<file path="config.mk">
export PLATFORM = sky130hd
export DESIGN_NAME = stt_ctrl
export DESIGN_NICKNAME = d
export VERILOG_FILES = /design/src/sparse_triple_transpose_unit_assert.svh /design/src/stt_pkg.sv /design/src/stt_ctrl.sv
export SDC_FILE = /design/constraint.sdc
export NUM_CORES = 1
export LEC_CHECK = 0
export BUFFER_PORTS_ARGS = -buffer_cell sky130_fd_sc_hd__clkbuf_2
export CAP_MARGIN = 20
export CORE_AREA = 2 2 39 41
export DETAILED_ROUTE_END_ITERATION = 6
export DIE_AREA = 0 0 41 43
export PLACE_DENSITY = 0.37
export SLEW_MARGIN = 10
export SYNTH_ARGS = -nofsm -noshare
export SYNTH_HDL_FRONTEND = slang
export SYNTH_SLANG_ARGS = --single-unit
</file>
<file path="constraint.sdc">
create_clock -name clk_i -period 2.9 [get_ports clk_i]
set_input_delay 0.435 -clock clk_i [delete_from_list [all_inputs] [get_ports clk_i]]
set_output_delay 0.435 -clock clk_i [all_outputs]
set_load 0.02 [all_outputs]
</file>
<file path="src/sparse_triple_transpose_unit_assert.svh">
// ---------------------------------------------------------------------------
// Assertion macros for the sparse triple transpose unit
// Clocked on clk_i, disabled while rst_ni is low.
// ---------------------------------------------------------------------------
`ifndef SPARSE_TRIPLE_TRANSPOSE_UNIT_ASSERT_SVH
`define SPARSE_TRIPLE_TRANSPOSE_UNIT_ASSERT_SVH

// same-cycle implication
`define STT_ASSERT_IMP(lbl, ante, cons, msg) \
  lbl: assert property (@(posedge clk_i) disable iff (!rst_ni) (ante) |-> (cons)) \
    else $error(msg);

// next-cycle implication
`define STT_ASSERT_NXT(lbl, ante, cons, msg) \
  lbl: assert property (@(posedge clk_i) disable iff (!rst_ni) (ante) |=> (cons)) \
    else $error(msg);

`endif

</file>
<file path="src/stt_pkg.sv">
// ---------------------------------------------------------------------------
// stt_pkg
// Shared widths, register indexes and controller/datapath signal groups.
// ---------------------------------------------------------------------------
package stt_pkg;

  localparam int unsigned COORD_W    = 10;
  localparam int unsigned VALUE_W    = 32;
  localparam int unsigned CFG_IDX_W  = 8;
  localparam int unsigned CFG_DATA_W = 10;

  typedef logic [COORD_W-1:0]        coord_t;
  typedef logic signed [VALUE_W-1:0] value_t;
  typedef logic [CFG_IDX_W-1:0]      cfg_idx_t;
  typedef logic [CFG_DATA_W-1:0]     cfg_data_t;

  localparam cfg_idx_t REG_ROW_COUNT    = cfg_idx_t'(0);
  localparam cfg_idx_t REG_COLUMN_COUNT = cfg_idx_t'(1);

  localparam coord_t COLUMN_COUNT_RST = coord_t'(1);

  typedef struct packed {
    logic accept_in;     // input channel open
    logic start_count;   // pass that counts emittable entries
    logic start_select;  // pass that picks the next entry in order
    logic load_out;      // move the picked entry to the output register
    logic finish;        // empty the store for the next matrix
  } cmd_t;

  typedef struct packed {
    logic load_last;     // beat with the last flag accepted
    logic pass_done;
    logic none_eligible;
    logic out_taken;
    logic out_is_last;
  } status_t;

endpackage

</file>
<file path="src/stt_ctrl.sv">
// ---------------------------------------------------------------------------
// stt_ctrl
// Sequencer: load, count pass, one selection pass per result, emit.
// ---------------------------------------------------------------------------
module stt_ctrl (
  input  logic             clk_i,
  input  logic             rst_ni,
  input  stt_pkg::status_t status_i,
  output stt_pkg::cmd_t    cmd_o
);

  localparam logic [1:0] S_LOAD   = 2'd0;
  localparam logic [1:0] S_COUNT  = 2'd1;
  localparam logic [1:0] S_SELECT = 2'd2;
  localparam logic [1:0] S_EMIT   = 2'd3;

  logic [1:0] state_q, state_d;

  always_comb begin
    state_d = state_q;
    cmd_o   = '0;
    unique case (state_q)
      S_LOAD: begin
        cmd_o.accept_in = 1'b1;
        if (status_i.load_last) begin
          cmd_o.start_count = 1'b1;
          state_d           = S_COUNT;
        end
      end
      S_COUNT: begin
        if (status_i.pass_done) begin
          if (status_i.none_eligible) begin
            cmd_o.finish = 1'b1;
            state_d      = S_LOAD;
          end else begin
            cmd_o.start_select = 1'b1;
            state_d            = S_SELECT;
          end
        end
      end
      S_SELECT: begin
        if (status_i.pass_done) begin
          cmd_o.load_out = 1'b1;
          state_d        = S_EMIT;
        end
      end
      S_EMIT: begin
        if (status_i.out_taken) begin
          if (status_i.out_is_last) begin
            cmd_o.finish = 1'b1;
            state_d      = S_LOAD;
          end else begin
            cmd_o.start_select = 1'b1;
            state_d            = S_SELECT;
          end
        end
      end
      default: state_d = S_LOAD;
    endcase
  end

  always_ff @(posedge clk_i or negedge rst_ni) begin
    if (!rst_ni) begin
      state_q <= S_LOAD;
    end else begin
      state_q <= state_d;
    end
  end

endmodule

</file>
==> summary.md <==
| Metric | Value |
|---|---|
| Outcome | `completed` |
| # H-tree levels | `1` |
| Initial antenna violation count | `0` |
| FP Rows | `14` |
| Hold WS | `between 400 and 500 ps` |
| DRC violations left | `0` |
| Crit end category | `output pin` |
| Most common cell after layout, fill and taps aside | `clkbuf_2` |
| CTS tree | `yes` |
| Most frequent cells in the layout | `clkbuf_2 (11), nor2_1 (4), clkbuf_4 (3)` |
| Inst Count DP | `50` |
| Vert. Die Dim | `approximately 43 µm` |
| Worst hold path class | `in -> reg` |
| Largest net degree at the start of global routing | `12` |
| Sequential share of power | `around 31%` |
| Slew HR | `76.99%` |
| Setup Crit Path Kind | `reg -> out` |
| Met2 wire len | `approximately 160 µm` |
| Fillcell total | `151` |
| Crit path largest cell delay | `between 500 and 600 ps` |
| Net count after synthesis | `33` |
| Share of layout cells above drive strength 1 | `39.47%` |
| Period utilization | `about 58%` |
| Pint | `approximately 140 µW` |
| Final Non-Filler Cells | `between 50 and 60` |
| Worst setup margin | `1204 ps` |
| Tightest Pin Transition | `around 350 ps` |
| RSZ-0062 raised after global routing | `no` |
| Antenna cells | `0` |
| Sink Count | `2` |
| CTS clk-pin slew, worst paths | `30 ps` |
| Fmax | `589.7 MHz` |
| CP Cell Sequence | `nand3b_1 -> a21boi_0 -> clkbuf_2` |
| WL met3 | `between 40 and 50 µm` |
| Fin nets | `47` |
| DR pass1 iterations | `4` |
| Power Total | `254.7 µW` |
| Syn_area_per_cell | `between 7 and 8 µm²` |
| Top Registers | `state_q: 2 flops` |
| Worst-skew pair later-pin latency | `220 ps` |
| Initial Util | `between 10% and 20%` |
| Detailed Route Iter0 Violations | `10` |
| Die ar. | `1763 µm²` |
| ANT nets after route | `0` |
| Largest register FFs | `2` |
| Sw Share | `45.18%` |
| Post-cts gate resize count | `0` |
| CTS Hold Buffers Added | `1` |
| Syn Inst Count | `26` |
| Num ports | `12` |
| IO buf count | `11` |
| Metal-1 WL | `around 220 µm` |
| Routed vias | `roughly 210` |
| WL final | `about 440 µm` |
| Vias in the first global route | `~180` |
| Setup TNS | `0 ps` |
| Required time of the critical path | `roughly 2500 ps` |
| Post-placement cell area | `between 200 and 250 µm²` |
| Final period demand of the worst path | `approximately 1700 ps` |
| Largest Register | `state_q` |
| Total CTS buffers | `3` |
| Synth Register Bits | `2` |
| Synthesized cell area | `just under 200 µm²` |
| Total gr overflow | `0` |
| Endpoints failing setup | `0` |
| Root buffer cell | `clkbuf_4` |
| Avg WL per Cell | `between 8 and 9 µm` |
| Slowest-stage cell, CP | `dfrtp_1` |
| GP Congestion | `0.5742` |
| Synth unique cells | `18` |
| NetSw | `about 120 µW` |
| Design area | `approximately 280 µm²` |
| Clock power share | `between 20% and 30%` |
| Post-CTS Repair Setup Buffers | `0` |
| All-Layer GR Usage | `about 6.4%` |
| Power per Cell Area | `908.7 nW/µm²` |
| Leak pwr | `around 0.14 nW` |
| Via density | `approximately 3.9` |
| Max-Cap Viols | `0` |
| Peak supply drop | `0.1518 mV` |
| R2R Setup Slk | `roughly 1900 ps` |
| Fin Clk Skew | `2.718 ps` |
| First-pass GRT wire length | `between 700 and 800 µm` |
| Layout area overhead | `42.68%` |
| Warnings, synthesis | `0` |
| Core ar. | `about 1400 µm²` |
| Seq/Total Area, Yosys | `approximately a quarter` |
| Combinational share of power | `between 40% and 50%` |
| Final core occ | `between 20% and 30%` |
| Arrival @ worst endpoint | `between 1000 and 1500 ps` |
| Clock buffer depth | `2` |
| Pre-CTS WS | `about 1400 ps` |
| Critical Path Source Type | `flip-flop` |
| Die Wd | `around 40 µm` |
| Pins Over Slew Limit | `0` |
| Highest metal used | `met4` |
| Hold Vio Cnt, Final | `0` |
| Crit Path Max Fanout | `11` |
[Yosys cell counts]
library cell | count | area share [%]
buf_4 | 1 | 3.8
buf_2 | 1 | 2.5
buf_6 | 1 | 5.7
a41oi_1 | 1 | 4.5
nand2_1 | 2 | 3.8
mux2i_1 | 1 | 5.1
dfrtp_1 | 2 | 25
nand3b_1 | 1 | 3.8
nand2b_1 | 1 | 3.2
o21ai_2 | 1 | 4.5
inv_1 | 2 | 3.8
o32a_1 | 1 | 5.1
a21boi_0 | 1 | 3.8
a31oi_1 | 1 | 3.2
nor2_1 | 4 | 7.6
and2_1 | 2 | 6.4
nand3_1 | 2 | 5.1
o21ai_0 | 1 | 2.5
[power groups by stage]
stage               combinational (mW)  sequential (mW)  clock, mW
floorplan                        0.123           0.0462          0
global placement                 0.116           0.0804          0
detailed placement               0.114           0.0787          0
CTS                              0.116           0.0789     0.0643
global route                     0.128           0.0872     0.0671
finish                           0.114           0.0789     0.0617
[final cells by class]
type                       count  area, µm²  share of cell area (%)
inverter                       2      7.507                   2.679
timing repair buffer          12      65.06                   23.21
multi-input combinational     19      115.1                   41.07
sequential                     2      50.05                   17.86
clock buffer                   3      22.52                   8.036
tap                           16      20.02                   7.143
[routing by layer]
layer,up-vias,GRT usage [%]
li1,113,-
met1,84,9.265
met2,13,8.125
met3,2,0
met4,0,6.000
met5,-,0
[cell families after synthesis]
| group | after synthesis | synth area share, % |
|---|---|---|
| AO/OA/AOI/OAI | 6 | 23.57 |
| buffers and inverters | 5 | 15.92 |
| flip-flops | 2 | 25.48 |
| multiplexers | 1 | 5.096 |
| AND/OR/NAND/NOR | 12 | 29.94 |
[final timing paths]
kind                                         from                      to  cells after the start
max                        state_q[1]$_DFFE_PN0P_                cmd_o[2]                      3
min                                   status_i[1]  state_q[0]$_DFFE_PN0P_                      2
max reg2reg                state_q[1]$_DFFE_PN0P_  state_q[0]$_DFFE_PN0P_                      2
min reg2reg                state_q[0]$_DFFE_PN0P_  state_q[1]$_DFFE_PN0P_                      1
max in group asynchronous                  rst_ni  state_q[1]$_DFFE_PN0P_                      2
min in group asynchronous                  rst_ni  state_q[0]$_DFFE_PN0P_                      2
[critical path: cells and delay by family (launching register included)]
family	cells	cell delay (ps)
compound gates	1	200
flops	1	530
buf+inv	1	200
simple gates	1	110
(Power assumes the default switching activity.)
