`src/sparse_triple_transpose_unit_assert.svh`:
```
// ---------------------------------------------------------------------------
// Assertion macros for the sparse triple transpose unit
// Clocked on clk_i, disabled while rst_ni is low.
// ---------------------------------------------------------------------------
`ifndef SPARSE_TRIPLE_TRANSPOSE_UNIT_ASSERT_SVH
`define SPARSE_TRIPLE_TRANSPOSE_UNIT_ASSERT_SVH

// same-cycle implication
`define STT_ASSERT_IMP(lbl, ante, cons, msg) \
  lbl: assert property (@(posedge clk_i) disable iff (!rst_ni) (ante) |-> (cons)) \
    else $error(msg);

// next-cycle implication
`define STT_ASSERT_NXT(lbl, ante, cons, msg) \
  lbl: assert property (@(posedge clk_i) disable iff (!rst_ni) (ante) |=> (cons)) \
    else $error(msg);

`endif

```
`src/stt_pkg.sv`:
```
// ---------------------------------------------------------------------------
// stt_pkg
// Shared widths, register indexes and controller/datapath signal groups.
// ---------------------------------------------------------------------------
package stt_pkg;

  localparam int unsigned COORD_W    = 10;
  localparam int unsigned VALUE_W    = 32;
  localparam int unsigned CFG_IDX_W  = 8;
  localparam int unsigned CFG_DATA_W = 10;

  typedef logic [COORD_W-1:0]        coord_t;
  typedef logic signed [VALUE_W-1:0] value_t;
  typedef logic [CFG_IDX_W-1:0]      cfg_idx_t;
  typedef logic [CFG_DATA_W-1:0]     cfg_data_t;

  localparam cfg_idx_t REG_ROW_COUNT    = cfg_idx_t'(0);
  localparam cfg_idx_t REG_COLUMN_COUNT = cfg_idx_t'(1);

  localparam coord_t COLUMN_COUNT_RST = coord_t'(1);

  typedef struct packed {
    logic accept_in;     // input channel open
    logic start_count;   // pass that counts emittable entries
    logic start_select;  // pass that picks the next entry in order
    logic load_out;      // move the picked entry to the output register
    logic finish;        // empty the store for the next matrix
  } cmd_t;

  typedef struct packed {
    logic load_last;     // beat with the last flag accepted
    logic pass_done;
    logic none_eligible;
    logic out_taken;
    logic out_is_last;
  } status_t;

endpackage

```
`src/stt_in_if.sv`:
```
// ---------------------------------------------------------------------------
// stt_in_if
// Input triple channel: valid/ready with one nonzero triple per beat.
// ---------------------------------------------------------------------------
interface stt_in_if;
  logic           valid;
  logic           ready;
  stt_pkg::coord_t entry_row;
  stt_pkg::coord_t entry_column;
  stt_pkg::value_t entry_value;
  logic           last_entry;

  modport source (output valid, entry_row, entry_column, entry_value, last_entry,
                  input ready);
  modport sink   (input valid, entry_row, entry_column, entry_value, last_entry,
                  output ready);
endinterface

```
`src/stt_out_if.sv`:
```
// ---------------------------------------------------------------------------
// stt_out_if
// Result channel: valid/ready with one transposed triple per beat.
// ---------------------------------------------------------------------------
interface stt_out_if;
  logic           valid;
  logic           ready;
  stt_pkg::coord_t out_row;
  stt_pkg::coord_t out_column;
  stt_pkg::value_t out_value;
  logic           out_last;
  logic           overflow;

  modport source (output valid, out_row, out_column, out_value, out_last, overflow,
                  input ready);
  modport sink   (input valid, out_row, out_column, out_value, out_last, overflow,
                  output ready);
endinterface

```
`src/stt_cfg_if.sv`:
```
// ---------------------------------------------------------------------------
// stt_cfg_if
// Configuration write channel: valid/ready with register index and data.
// ---------------------------------------------------------------------------
interface stt_cfg_if;
  logic                valid;
  logic                ready;
  stt_pkg::cfg_idx_t  index;
  stt_pkg::cfg_data_t data;

  modport source (output valid, index, data, input ready);
  modport sink   (input valid, index, data, output ready);
endinterface

```
`src/stt_datapath.sv`:
```
// ---------------------------------------------------------------------------
// stt_datapath
// Triple store, scan pipeline, ordered selection and output register.
// ---------------------------------------------------------------------------
`include "sparse_triple_transpose_unit_assert.svh"

module stt_datapath #(
  parameter int unsigned STORE_DEPTH = 32
) (
  input  logic             clk_i,
  input  logic             rst_ni,
  stt_in_if.sink           in_i,
  stt_out_if.source        out_o,
  stt_cfg_if.sink          cfg_i,
  input  stt_pkg::cmd_t    cmd_i,
  output stt_pkg::status_t status_o
);

  localparam int unsigned AW      = $clog2(STORE_DEPTH);
  localparam int unsigned CW      = $clog2(STORE_DEPTH + 1);
  localparam int unsigned CRD_W   = stt_pkg::COORD_W;
  localparam int unsigned ENTRY_W = 2 * stt_pkg::COORD_W + stt_pkg::VALUE_W;
  localparam int unsigned KEY_W   = stt_pkg::COORD_W + AW;

  // configuration
  stt_pkg::coord_t column_count_q, column_count_d;

  assign cfg_i.ready = 1'b1;

  always_comb begin
    column_count_d = column_count_q;
    if (cfg_i.valid) begin
      unique case (cfg_i.index)
        stt_pkg::REG_COLUMN_COUNT: column_count_d = stt_pkg::coord_t'(cfg_i.data);
        stt_pkg::REG_ROW_COUNT:    column_count_d = column_count_q; // no effect on results
        default:                   column_count_d = column_count_q;
      endcase
    end
  end

  // load side
  logic [CW-1:0] count_q, count_d;
  logic          drop_q, drop_d;
  logic          in_acc, full;
  logic [ENTRY_W-1:0] mem [STORE_DEPTH];

  assign in_i.ready = cmd_i.accept_in;
  assign in_acc     = in_i.valid & in_i.ready;
  assign full       = (count_q == CW'(STORE_DEPTH));

  always_comb begin
    count_d = count_q;
    drop_d  = drop_q;
    priority if (cmd_i.finish) begin
      count_d = '0;
      drop_d  = 1'b0;
    end else if (in_acc && !full) begin
      count_d = count_q + CW'(1);
    end else if (in_acc) begin
      drop_d = 1'b1;
    end
  end

  always_ff @(posedge clk_i) begin
    if (in_acc && !full) begin
      mem[count_q[AW-1:0]] <= {in_i.entry_row, in_i.entry_column, in_i.entry_value};
    end
  end

  // scan pipeline: address, registered read, compare
  logic               scan_act_q, mode_sel_q, rd_vld_q, rd_last_q, done_q;
  logic [AW-1:0]      rd_ptr_q, rd_idx_q;
  logic [ENTRY_W-1:0] rd_data_q;
  logic               rd_at_end;

  assign rd_at_end = ((CW'(rd_ptr_q) + CW'(1)) == count_q);

  always_ff @(posedge clk_i) begin
    rd_data_q <= mem[rd_ptr_q];
    rd_idx_q  <= rd_ptr_q;
  end

  always_ff @(posedge clk_i or negedge rst_ni) begin
    if (!rst_ni) begin
      scan_act_q <= 1'b0;
      mode_sel_q <= 1'b0;
      rd_ptr_q   <= '0;
      rd_vld_q   <= 1'b0;
      rd_last_q  <= 1'b0;
      done_q     <= 1'b0;
    end else begin
      rd_vld_q  <= scan_act_q;
      rd_last_q <= scan_act_q & rd_at_end;
      done_q    <= rd_vld_q & rd_last_q;
      if (cmd_i.start_count || cmd_i.start_select) begin
        scan_act_q <= 1'b1;
        rd_ptr_q   <= '0;
        mode_sel_q <= cmd_i.start_select;
      end else if (scan_act_q) begin
        rd_ptr_q <= rd_ptr_q + AW'(1);
        if (rd_at_end) begin
          scan_act_q <= 1'b0;
        end
      end
    end
  end

  // compare stage
  stt_pkg::coord_t r_row, r_col;
  stt_pkg::value_t r_val;
  logic [KEY_W-1:0] r_key;
  logic             elig, after_prev, better;

  logic [CW-1:0]    elig_cnt_q, emitted_q;
  logic             found_q, first_q;
  logic [KEY_W-1:0] best_key_q, prev_key_q;
  stt_pkg::coord_t  best_row_q;
  stt_pkg::value_t  best_val_q;

  assign r_row      = rd_data_q[ENTRY_W-1 -: CRD_W];
  assign r_col      = rd_data_q[ENTRY_W-CRD_W-1 -: CRD_W];
  assign r_val      = rd_data_q[stt_pkg::VALUE_W-1:0];
  assign r_key      = {r_col, rd_idx_q};
  assign elig       = (r_col != '0) && (r_col <= column_count_q);
  assign after_prev = first_q || (r_key > prev_key_q);
  assign better     = !found_q || (r_key < best_key_q);

  always_ff @(posedge clk_i) begin
    if (rd_vld_q && mode_sel_q && elig && after_prev && better) begin
      best_key_q <= r_key;
      best_row_q <= r_row;
      best_val_q <= r_val;
    end
  end

  // output register
  logic            out_vld_q, out_last_q, ovf_q;
  stt_pkg::coord_t out_row_q, out_col_q;
  stt_pkg::value_t out_val_q;
  logic            out_taken;

  assign out_taken = out_vld_q & out_o.ready;

  always_ff @(posedge clk_i) begin
    if (cmd_i.load_out) begin
      out_row_q  <= best_key_q[KEY_W-1 -: CRD_W];
      out_col_q  <= best_row_q;
      out_val_q  <= best_val_q;
      out_last_q <= ((emitted_q + CW'(1)) == elig_cnt_q);
      ovf_q      <= drop_q;
    end
  end

  always_ff @(posedge clk_i or negedge rst_ni) begin
    if (!rst_ni) begin
      column_count_q <= stt_pkg::COLUMN_COUNT_RST;
      count_q        <= '0;
      drop_q         <= 1'b0;
      elig_cnt_q     <= '0;
      emitted_q      <= '0;
      found_q        <= 1'b0;
      first_q        <= 1'b1;
      prev_key_q     <= '0;
      out_vld_q      <= 1'b0;
    end else begin
      column_count_q <= column_count_d;
      count_q        <= count_d;
      drop_q         <= drop_d;
      if (cmd_i.start_count) begin
        elig_cnt_q <= '0;
      end else if (rd_vld_q && !mode_sel_q && elig) begin
        elig_cnt_q <= elig_cnt_q + CW'(1);
      end
      if (cmd_i.start_select) begin
        found_q <= 1'b0;
      end else if (rd_vld_q && mode_sel_q && elig && after_prev && better) begin
        found_q <= 1'b1;
      end
      if (cmd_i.load_out) begin
        out_vld_q  <= 1'b1;
        prev_key_q <= best_key_q;
        first_q    <= 1'b0;
        emitted_q  <= emitted_q + CW'(1);
      end else if (out_taken) begin
        out_vld_q <= 1'b0;
      end
      if (cmd_i.finish) begin
        first_q   <= 1'b1;
        emitted_q <= '0;
      end
    end
  end

  assign out_o.valid      = out_vld_q;
  assign out_o.out_row    = out_row_q;
  assign out_o.out_column = out_col_q;
  assign out_o.out_value  = out_val_q;
  assign out_o.out_last   = out_last_q;
  assign out_o.overflow   = ovf_q;

  assign status_o.load_last     = in_acc & in_i.last_entry;
  assign status_o.pass_done     = done_q;
  assign status_o.none_eligible = (elig_cnt_q == '0);
  assign status_o.out_taken     = out_taken;
  assign status_o.out_is_last   = out_last_q;

  `STT_ASSERT_IMP(a_count_bound, 1'b1, count_q <= CW'(STORE_DEPTH), "store count past depth")
  `STT_ASSERT_IMP(a_out_no_scan, out_vld_q, !scan_act_q && !rd_vld_q, "scan while result held")
  `STT_ASSERT_NXT(a_finish_clear, cmd_i.finish, count_q == '0 && !drop_q, "store not emptied")
  `STT_ASSERT_IMP(a_select_found, cmd_i.load_out, found_q, "selection pass found no entry")

endmodule

```
`src/flat_wrapper.sv`:
```
// flat-port wrapper written by rule: the top's interface ports become plain ports
module stt_datapath_flat 
#(
  parameter int unsigned STORE_DEPTH = 32
)
  (clk_i, rst_ni, cmd_i, status_o, in_i_valid, in_i_entry_row, in_i_entry_column, in_i_entry_value, in_i_last_entry, in_i_ready, out_o_valid, out_o_out_row, out_o_out_column, out_o_out_value, out_o_out_last, out_o_overflow, out_o_ready, cfg_i_valid, cfg_i_index, cfg_i_data, cfg_i_ready);
  stt_in_if in_i_i ();
  stt_out_if out_o_i ();
  stt_cfg_if cfg_i_i ();
  input  logic clk_i;
  input  logic rst_ni;
  input  stt_pkg::cmd_t cmd_i;
  output stt_pkg::status_t status_o;
  input wire logic [$bits(in_i_i.valid)-1:0] in_i_valid;
  input wire logic [$bits(in_i_i.entry_row)-1:0] in_i_entry_row;
  input wire logic [$bits(in_i_i.entry_column)-1:0] in_i_entry_column;
  input wire logic [$bits(in_i_i.entry_value)-1:0] in_i_entry_value;
  input wire logic [$bits(in_i_i.last_entry)-1:0] in_i_last_entry;
  output wire logic [$bits(in_i_i.ready)-1:0] in_i_ready;
  output wire logic [$bits(out_o_i.valid)-1:0] out_o_valid;
  output wire logic [$bits(out_o_i.out_row)-1:0] out_o_out_row;
  output wire logic [$bits(out_o_i.out_column)-1:0] out_o_out_column;
  output wire logic [$bits(out_o_i.out_value)-1:0] out_o_out_value;
  output wire logic [$bits(out_o_i.out_last)-1:0] out_o_out_last;
  output wire logic [$bits(out_o_i.overflow)-1:0] out_o_overflow;
  input wire logic [$bits(out_o_i.ready)-1:0] out_o_ready;
  input wire logic [$bits(cfg_i_i.valid)-1:0] cfg_i_valid;
  input wire logic [$bits(cfg_i_i.index)-1:0] cfg_i_index;
  input wire logic [$bits(cfg_i_i.data)-1:0] cfg_i_data;
  output wire logic [$bits(cfg_i_i.ready)-1:0] cfg_i_ready;
  assign in_i_i.valid = in_i_valid;
  assign in_i_i.entry_row = in_i_entry_row;
  assign in_i_i.entry_column = in_i_entry_column;
  assign in_i_i.entry_value = in_i_entry_value;
  assign in_i_i.last_entry = in_i_last_entry;
  assign in_i_ready = in_i_i.ready;
  assign out_o_valid = out_o_i.valid;
  assign out_o_out_row = out_o_i.out_row;
  assign out_o_out_column = out_o_i.out_column;
  assign out_o_out_value = out_o_i.out_value;
  assign out_o_out_last = out_o_i.out_last;
  assign out_o_overflow = out_o_i.overflow;
  assign out_o_i.ready = out_o_ready;
  assign cfg_i_i.valid = cfg_i_valid;
  assign cfg_i_i.index = cfg_i_index;
  assign cfg_i_i.data = cfg_i_data;
  assign cfg_i_ready = cfg_i_i.ready;
  stt_datapath #(.STORE_DEPTH(STORE_DEPTH)) u_core (.clk_i(clk_i), .rst_ni(rst_ni), .in_i(in_i_i), .out_o(out_o_i), .cfg_i(cfg_i_i), .cmd_i(cmd_i), .status_o(status_o));
endmodule
```
`config.mk`:
```
export PLATFORM = sky130hd
export DESIGN_NAME = stt_datapath_flat
export DESIGN_NICKNAME = d
export VERILOG_FILES = /design/src/stt_pkg.sv /design/src/stt_in_if.sv /design/src/stt_out_if.sv /design/src/stt_cfg_if.sv /design/src/stt_datapath.sv /design/src/flat_wrapper.sv
export VERILOG_INCLUDE_DIRS = /design/src /design/src/src
export SDC_FILE = /design/constraint.sdc
export NUM_CORES = 2
export LEC_CHECK = 0
export BUFFER_PORTS_ARGS = -buffer_cell sky130_fd_sc_hd__buf_2
export CAP_MARGIN = 30
export CORE_MARGIN = 2
export CORE_UTILIZATION = 41
export DETAILED_ROUTE_END_ITERATION = 7
export MAX_ROUTING_LAYER = met4
export PLACE_DENSITY = 0.54
export SETUP_SLACK_MARGIN = 0.1
export SLEW_MARGIN = 20
export SYNTH_ARGS = -nofsm -noshare
export SYNTH_HDL_FRONTEND = slang
export SYNTH_SLANG_ARGS = --single-unit
```
`constraint.sdc`:
```
create_clock -name clk_i -period 7.1 [get_ports clk_i]
set_clock_uncertainty 0.1 [all_clocks]
set_input_delay 0.355 -clock clk_i [delete_from_list [all_inputs] [get_ports clk_i]]
set_output_delay 0.355 -clock clk_i [all_outputs]
set_load 0.02 [all_outputs]
```
==> impl_metrics.toml <==
[sta]
fmax_ghz = 0.238
rsz0062_at_grt = "false"
worst_slew_pin_slew_ns = 1.06
hold_viol_final = 0
setup_viol = 0
layout_setup_ws_ns = 2.90
final_max_slew_viol_count = 0
post-route-min-period_ns = 4.20
tns_ns = 0
post-route-period-util_pct = 59.2
slew_headroom_pct = 29.4

[critical_path]
path_cells = "buf_4, and2_4, buf_4, nand4_1, xnor2_1, or3_1, a21o_1"
r2r_setup_slack_ns = 2.90
slowest_delay_ns = 1.03
critPathMaxFanout = 51
path_class = "flip-flop to flip-flop"
cp.required_ns = 7.73
slowest_stage = "dfrtp_4"
end_kind = "flip-flop"
r2r_start = "u_core.rd_ptr_q[2]$_DFFE_PN0P_"
worst_r2r_path_depth = 7
crit_path_start_kind = "flip-flop"
crit_top_cell = "buf_4"
cp.arrival_ns = 4.83
rr_endpoint = "u_core.scan_act_q$_DFF_PN0_"
startpoint = "u_core.rd_ptr_q[2]$_DFFE_PN0P_"
endpoint = "u_core.scan_act_q$_DFF_PN0_"

[floorplanning]
die_y_um = 425
die_area_mm2 = 0.181
io_pins = 143
initial_core_util_pct = 41.2
coreArea_mm2 = 0.176
num_rows = 154
die_w_um = 425

[pwr]
power_density_mw_per_mm2 = 281
leakagePower_nw = 26.4
max-vdd-ir-drop_mv = 0.251

[layout]
finalInstanceArea_mm2 = 0.0836
fillers = 14700
syn2layout_area_growth_pct = 15.1
nNetsFinal = 4143
drive_gt1_share_pct = 22.8
finalNonFillerCells = 6531

[logic_synthesis]
synth.distinct_cells = 58
ys_async_sr_fraction_pct = 3.02
synth_compound_area_share_pct = 4.51
synthXorXnorAreaFrac_pct = 0.350
synthesis.area_mm2 = 0.0726
synth_fa_ha_area_share_pct = 0.810
yosys.area_share.simple_pct = 2.96
syn_nets = 3852
synth-seq-cells = 1889
yosysWarningCount = 0
synth_top_family_by_area = "multiplexers"
syn_avg_cell_area_um2 = 19.5
synth_edf_count = 1775
ys_seq_area_share_pct = 76.9
synthCells = 3724
synth.area.mux_share_pct = 12.8
synth_top_flop_cell = "edfxtp_1"

[global_route]
antenna_found_initial = 10
grt-ovfl-total = 0
grt_max_degree = 141
grt_pass1_vias = 37300
grt_usage_pct = 21.4
grt_pass1_wl_um = 268000

[run]
maxCapViolations = 0

[placement]
gp_congestion = 0.782
dpl_cell_area_mm2 = 0.0765
dp.cells = 6087
dpl.hpwl_um = 96900
io_buffers = 141
pre_cts_ws_ns = 2.87

[hold_path]
worstHoldPathType = "primary input to flip-flop"

[clocking]
clockRootBuffer = "clkbuf_16"
cts_made_buffers = 195
clk_latency_ns = 0.83
cts_tree = "done"
clk_pin_slew_ns = 0.06
cts_max_path_buffers = 3
htreeDepth = 4
clock_sinks = 1889
cts.repair.resized = 0

[route]
drt_iter0_markers = 3821
drc = 0
routed_wirelength_um = 188000
drtPass1Iterations = 5
wl_per_cell_um = 28.7
via_count = 37000
final_antenna_net_count = 0
via_per_inst = 5.67

[status]
status = "finished clean"
## critical path, delay by kind of cell, from the launching register on
kind	cells	cell delay (ns)
simple gates	3	1.38
buf+inv	2	1.14
flops	1	1.03
compound gates	1	0.18
xor+xnor	1	0.17
## where the power goes
group,total [W],switching (W),leakage [nW],internal (W)
Sequential,0.0124,0.0000796,17.2,0.0123
Clock,0.0100,0.00422,3.06,0.00580
Combinational,0.00105,0.000608,6.10,0.000440
Total,0.0235,0.00491,26.4,0.0186
## sequential cells by signal, indices dropped and copies added, names as in the netlist, 10 cells and up
register and cells:
u_core.rd_data_q 52, u_core.best_row_q 10, u_core.out_o.out_value 32, u_core.best_key_q 15, u_core.out_o.out_row 10, u_core.column_count_q 10, u_core.best_val_q 32, u_core.out_o.out_column 10
u_core.prev_key_q 15, u_core.mem 1664
## synthesized netlist by cell type (all sizes together) (5+ instances only)
cell       n  area, um2
o221ai   107        937
dfxtp     57       1140
and2       5       31.3
a31o      49        429
mux2     113       1270
a21oi     21        105
nor2b      7       43.8
o21ai     80        400
nor2     113        424
or3        6       37.5
nand4     14       87.6
nand2    184        691
xor2      14        123
mux2i    217       2170
buf      108        629
o22a      49        429
and3      52        327
edfxtp  1775      53300
xnor2     15        131
ha        47        588
nand3     59        295
clkbuf    97        364
o22ai     56        350
a211oi    58        435
inv       51        191
dfrtp     55       1380
mux4     260       5860
a21o       8       60.1
## worst min path at each step
stage | from | end | slack, ns | cells after the start
2_1_floorplan | rst_ni | u_core.column_count_q[1]$_DFFE_PN0P_ | -0.04 | 0
3_3_place_gp | u_core.rd_data_q[29]$_DFF_P_ | u_core.best_val_q[29]$_DFFE_PP_ | 0.29 | 0
3_5_place_dp | u_core.rd_data_q[28]$_DFF_P_ | u_core.best_val_q[28]$_DFFE_PP_ | 0.29 | 0
4_1_cts | cmd_i[4] | u_core.drop_q$_DFFE_PN0P_ | 0.03 | 4
5_1_grt | cmd_i[4] | u_core.drop_q$_DFFE_PN0P_ | 0.12 | 4
6_report | cmd_i[4] | u_core.drop_q$_DFFE_PN0P_ | 0.11 | 4
## timing repair
action,CTS,global route
endpoints found under the setup margin,0,0
setup buffers,0,0
hold buffers,70,0
hold endpoints to repair,1778,0
## area by class of cell
class	instances	area (um2)	share of cell area, %
Tap cell	2340	2930	3.50
Inverter	51	194	0.232
Antenna cell	7	17.5	0.0210
Sequential cell	1889	55900	66.9
Clock inverter	86	790	0.945
Clock buffer	280	5490	6.56
Multi-Input combinational cell	1579	15800	19.0
Timing Repair Buffer	299	2410	2.88
## stage by stage
stage | total power, W | hold slack [ns] | utilization (%)
6_report | 0.0235 | 0.114 | 47.4
5_1_grt | 0.0242 | 0.123 | 47.4
4_1_cts | 0.0237 | 0.0277 | 47.4
3_5_place_dp | 0.0137 | 0.291 | 43.5
3_3_place_gp | 0.0137 | 0.286 | 43.3
2_1_floorplan | 0.0133 | -0.0406 | -
## logic make-up after synthesis
kind of cell / after synthesis
xor+xnor: 29
simple gates: 469
compound gates: 443
buf+inv: 256
flops: 1889
fa+ha+maj: 47
mux: 590
other cells: 1
## layout by cell type, fill, tap and decap left out, drive strengths merged, types with 70 or more instances in the layout
master and instances:
o21ai 80, clkbuf 280, nor2 113, mux2i 217, nand2 184, o221ai 107, edfxtp 1775, mux4 260
buf 229, dlygate4sd3 70, mux2 113
## per-layer routing
layer / vias up / track usage [%] / wire (um)
met2: 1147 / 33.1 / 89400
met1: 19800 / 29.6 / 83100
li1: 15800 / - / -
met3: 256 / 3.42 / 11200
met5: - / - / 0
met4: 0 / 5.61 / 3920
(Power assumes the default switching activity.)
